<file path="src/design/clut_pkg.sv">
`default_nettype none
package clut_pkg;

  // Palette and sample geometry.
  localparam int MAX_COLORS = 64;
  localparam int IDX_W      = $clog2(MAX_COLORS);
  localparam int FRAC_BITS  = 16;
  localparam int SAMPLE_W   = 18;
  localparam int CNT_W      = 7;
  localparam int CH_W       = 8;
  localparam int RGB_W      = 3 * CH_W;
  localparam int PROD_W     = SAMPLE_W - 1 + CNT_W;
  localparam int SEL_W      = PROD_W - FRAC_BITS;
  localparam int QDEPTH     = 2;
  localparam int QPTR_W     = $clog2(QDEPTH);
  localparam int QCNT_W     = $clog2(QDEPTH + 1);
  localparam int CFG_IDX_W  = 1;
  localparam int CFG_DATA_W = CNT_W;

  // Commands.
  localparam logic CMD_WRITE = 1'b0;
  localparam logic CMD_MAP   = 1'b1;

  // Mapping modes.
  localparam logic MODE_LINEAR  = 1'b0;
  localparam logic MODE_NEAREST = 1'b1;

  // Configuration register indexes.
  localparam logic [CFG_IDX_W-1:0] CFG_MAP_MODE    = 1'b0;
  localparam logic [CFG_IDX_W-1:0] CFG_COLOR_COUNT = 1'b1;

  // Reset values of the configuration registers.
  localparam logic [CNT_W-1:0] COUNT_RESET = CNT_W'(2);

  // Classified item handed from the front end to the back end.
  typedef struct packed {
    logic                 is_map;
    logic [IDX_W-1:0]     idx_a;
    logic [IDX_W-1:0]     idx_b;
    logic [FRAC_BITS-1:0] frac;
    logic [RGB_W-1:0]     rgb;
  } clut_item_t;

endpackage
`default_nettype wire

</file>
<file path="src/design/clut_queue.sv">
`default_nettype none
module clut_queue import clut_pkg::*; (
  input  wire logic       clk,
  input  wire logic       rst_n,
  input  wire clut_item_t push_item,
  input  wire logic       push_valid,
  output logic            push_ready,
  output clut_item_t      pop_item,
  output logic            pop_valid,
  input  wire logic       pop_ready
);

  clut_item_t        slot_r [QDEPTH];
  logic [QPTR_W-1:0] wr_ptr_r;
  logic [QPTR_W-1:0] rd_ptr_r;
  logic [QCNT_W-1:0] count_r;
  logic [QCNT_W-1:0] count_nxt;
  logic              push;
  logic              pop;

  assign push_ready = count_r != QCNT_W'(QDEPTH);
  assign pop_valid  = count_r != '0;
  assign push       = push_valid && push_ready;
  assign pop        = pop_valid && pop_ready;
  assign pop_item   = slot_r[rd_ptr_r];

  // Occupancy tracking.
  always_comb begin
    count_nxt = count_r;
    if (push && !pop) begin
      count_nxt = count_r + QCNT_W'(1);
    end else if (pop && !push) begin
      count_nxt = count_r - QCNT_W'(1);
    end
  end

  always_ff @(posedge clk) begin
    if (!rst_n) begin
      wr_ptr_r <= '0;
      rd_ptr_r <= '0;
      count_r  <= '0;
    end else begin
      count_r <= count_nxt;
      if (push) begin
        wr_ptr_r <= wr_ptr_r + QPTR_W'(1);
      end
      if (pop) begin
        rd_ptr_r <= rd_ptr_r + QPTR_W'(1);
      end
    end
  end

  // Storage slots.
  always_ff @(posedge clk) begin
    if (push) begin
      slot_r[wr_ptr_r] <= push_item;
    end
  end

endmodule
`default_nettype wire

</file>
<file path="config.mk">
export PLATFORM = sky130hd
export DESIGN_NAME = clut_queue
export DESIGN_NICKNAME = d
export VERILOG_FILES = /design/src/design/clut_pkg.sv /design/src/design/clut_queue.sv
export SDC_FILE = /design/constraint.sdc
export NUM_CORES = 1
export LEC_CHECK = 0
export BUFFER_PORTS_ARGS = -buffer_cell sky130_fd_sc_hd__buf_2
export CORE_MARGIN = 2
export CORE_UTILIZATION = 30
export CTS_CLUSTER_SIZE = 25
export DETAILED_ROUTE_END_ITERATION = 8
export HOLD_SLACK_MARGIN = 0.06
export SLEW_MARGIN = 25
export SYNTH_ARGS = -nofsm -noshare
export SYNTH_HDL_FRONTEND = slang
export SYNTH_SLANG_ARGS = --single-unit
</file>
<file path="constraint.sdc">
create_clock -name clk -period 3 [get_ports clk]
set_clock_uncertainty 0.15 [all_clocks]
set_input_delay 0.6 -clock clk [delete_from_list [all_inputs] [get_ports clk]]
set_output_delay 0.6 -clock clk [all_outputs]
set_load 0.1 [all_outputs]
</file>
-- Yosys cells after proc, flatten, opt, wreduce, memory -nomap -nowiden
Memory sizes are Yosys's and may differ from the RTL's. A register that Yosys moved wholly into a read port is not among the register bits.
Cells that the tools add are included.
Widths: inputs -> output; s select.
- flip-flop bits (word level): 4
- bits in writable memories: 106
- output and inout bits: 55
- memories: 1
- memories (name ; words ; bits a word ; read ports ; clocked after Yosys merged registers in ; write ports ; line ; RTL):
    slot_r ; 2 ; 53 ; 1 ; 1 ; 1 ; clut_queue.sv:13 ; clut_item_t slot_r [QDEPTH];
- add/sub/neg operators: 4
- eq/ne operators: 1
- mux-type cells: 6
- reduce and logical (&&, ||, !) cells: 8
- operator list (cell ; number):
    $logic_and 1x1->1 ; 4
    $mux 1 ; 4
    $mux 2 ; 2
    $reduce_bool 2->1 ; 2
    $add 1x1->1 const B ; 2
    $add 2x1->2 const B ; 1
    $logic_not 1->1 ; 2
    $ne 2x2->1 const B ; 1
    $sub 2x1->2 const B ; 1

-- Depth between registers and ports, before layout
- depth after elaboration: 6
- gate-level depth with buffers: 6

-- Worst setup path after synthesis
OpenSTA, ideal clock, no wires.
- path kind: flip-flop to flip-flop
- start point: reg count_r[0]
- end point: mem slot_r[1][0] (netlist name) (enable)
- library setup time: 0.416 ns
- arrival time: 2.110 ns
- path slack: 0.323 ns
- stages on the path, launching flop included: 3
- buffers on the path: 0
- period minus slack after synthesis: 2.677 ns
- cell sequence: dfxtp_1 nand2b_4 and3_1
- longest elaborated chain between the ends: 4
- RTL lines (element ; line ; RTL):
    start: declaration ; clut_queue.sv:16 ; logic [QCNT_W-1:0] count_r;
    start signal: assignment ; clut_queue.sv:43 ; count_r <= count_nxt;
    $ne 2x2->1 ; clut_queue.sv:21 ; assign push_ready = count_r != QCNT_W'(QDEPTH);
    via push_ready ; clut_queue.sv:7 ; output logic push_ready,
    $logic_and 1x1->1 ; clut_queue.sv:23 ; assign push = push_valid && push_ready;
    $mux 1 ; clut_queue.sv:55 ; if (push) begin
    $mux 1 (not written as such) ; clut_queue.sv:56 ; slot_r[wr_ptr_r] <= push_item;
    end: declaration ; clut_queue.sv:13 ;
The timed path passes the listed nets, and every way through them passes these cells.

==> impl_metrics.json <==
{
  "fin_setup_tns_ps": 0,
  "critPathKind": "reg -> out",
  "synthMostInstantiatedCell": "edfxtp_1",
  "netlist.area_leader.share_pct": 78.5,
  "synth_top_area_cell": "edfxtp_1",
  "ant_nets": 0,
  "cp.arrival_ps": 1690,
  "row_count": 42,
  "grt.overflow.total": 0,
  "synthArstFlopShare_pct": 0,
  "drive_above_1_share_pct": 59.0,
  "syn_area_um2": 4060,
  "die_area_um2": 14500,
  "yosys_warnings": 0,
  "dp_hpwl_mm": 4.61,
  "syn_inst": 189,
  "hold_buffers": 0,
  "cp-end-kind": "primary output",
  "grt_max_degree": 54,
  "slew_headroom_pct": 65.9,
  "die_width_um": 120,
  "slowest_stage": "mux2_2",
  "synth_seq_cells": 111,
  "die_y_um": 120,
  "avgSynthCellArea_um2": 21.5,
  "min_path_type": "in -> reg",
  "htree_num_levels": 3,
  "slowest_delay_ps": 400,
  "yosys-top-cells-area": "edfxtp_1 78%, mux2_2 15%, dfxtp_1 2.5%, and2_1 0.62%, buf_2 0.62%",
  "yosys_most_used_dff": "edfxtp_1",
  "drt-initial-drc-count": 130,
  "period_needed_ps": 2440,
  "clk_path_buf_depth": 2,
  "dr.pass1.iters": 4,
  "ios": 112,
  "maxCapViolations": 0,
  "grt_setup_unrepaired": "false",
  "fin_nets": 368,
  "drc_errors": 0,
  "core_um2": 13200,
  "grt_pass1_wl_mm": 10.8,
  "worst_pin_slew_ps": 510,
  "final.period_utilization_pct": 81.3,
  "grt_pass1_vias": 2154,
  "multiInputGateArea_um2": 737,
  "cts_tree": "done",
  "setup_viol": 0,
  "num_vias": 2095,
  "areaGrowthSynthToFinish_pct": 26.1,
  "ctsResizeCount": 0,
  "nFillCells": 1291,
  "initial_core_util_pct": 30.6,
  "place_congestion": 0.635,
  "clk_pin_slew_worst_paths_ps": 70,
  "maxSlewViolCount": 0,
  "yosysUniqueCellTypes": 20,
  "hold_viol_final": 0,
  "ctsRootBufferMaster": "clkbuf_16",
  "wl_per_cell_um": 14.6,
  "final-seq-area_um2": 3280,
  "cts_sinks": 111,
  "track_usage_pct": 9.97,
  "avgViaCountPerCell": 4.26,
  "cts_setup_buffers": 0,
  "required_ps": 2250,
  "worst-path-max-fanout": 53,
  "clkLatencyLatePin_ps": 340,
  "yosysSeqAreaShare_pct": 81.0,
  "synth_common_cells": "106 x edfxtp_1, 53 x mux2_2, 5 x buf_2, 5 x dfxtp_1, 4 x and2_1",
  "port_buffers": 111,
  "status": "completed",
  "synth_fp_nets": 247,
  "routed_wl_mm": 7.16,
  "synth_edf_count": 106,
  "reg2reg_depth": 4,
  "whs_path_depth": 1,
  "numCtsBuffers": 9,
  "fmax_mhz": 410,
  "crit_chain": "buf_12 > mux2_2 > buf_2",
  "antenna_found_initial": 0,
  "startpoint_type": "flop"
}
## placed cells by master (no fill, tap or decap), types with 2 or more instances in the layout
cell	instances
buf_2	111
clkinvlp_4	2
edfxtp_1	106
buf_4	4
and2_1	4
clkbuf_16	9
xnor2_1	2
clkbuf_1	3
clkinv_1	2
dfxtp_1	4
mux2_2	53
## cells by family after synthesis
logic type                 Yosys count  synth area share (%)
muxes                               53                  14.7
AOI/OAI and AO/OA                    5                 0.864
xor gates and xnor gates             3                 0.648
adders and majority gates            1                 0.308
and+or+nand+nor                      9                  1.60
buffers and inverters                7                 0.895
DFF                                111                  81.0
## critical path: cells and delay by family, from the launching register on
family	cells	cell delay, ps
buffers and inverters	2	570
flip-flops	1	340
multiplexers	1	400
## per-stage QoR
stage	util (%)	cells	instance area [um^2]	hold slack [ps]	worst slack, ps
final	38.6	492	5110	292	561
after global routing	38.6	491	5110	270	503
after CTS	38.6	491	5110	272	532
after detailed placement	36.6	475	4850	409	861
after global placement	36.6	475	4850	383	871
after floorplan	-	189	4060	362	323
## flip-flops by register name (all words and copies together), names as in the netlist, named ones only
| register | cells |
|---|---|
| count_r | 2 |
| rd_ptr_r | 1 |
| slot_r | 106 |
| wr_ptr_r | 1 |
## final cells by class
cell class / instances / share of cell area [%]
sequential: 111 / 64.2
antenna: 1 / 0.0489
tap: 176 / 4.31
multi-input combinational: 71 / 14.4
clock inverter: 4 / 0.441
inverter: 1 / 0.0734
clock buffer: 12 / 4.63
timing repair buffer: 116 / 11.8
## worst paths after layout
kind,startpoint,end,slack [ps]
min,push_item[51],slot_r[0][51],290
max,flop,pop_item[19],560
min reg2reg,count_r[1],count_r[1],420
max reg2reg,count_r[0],slot_r[0][42],1010
## layer usage
metal | track usage, % | vias to the layer above | routed length, um
li1 | - | 985 | -
met1 | 11.6 | 1039 | 2940
met2 | 16.4 | 60 | 3660
met3 | 3.96 | 11 | 452
met4 | 4.14 | 0 | 109
met5 | 0 | - | 0
Power is not shown: default switching activity piles up to over one toggle a cycle in this logic, so the estimate is an artifact.
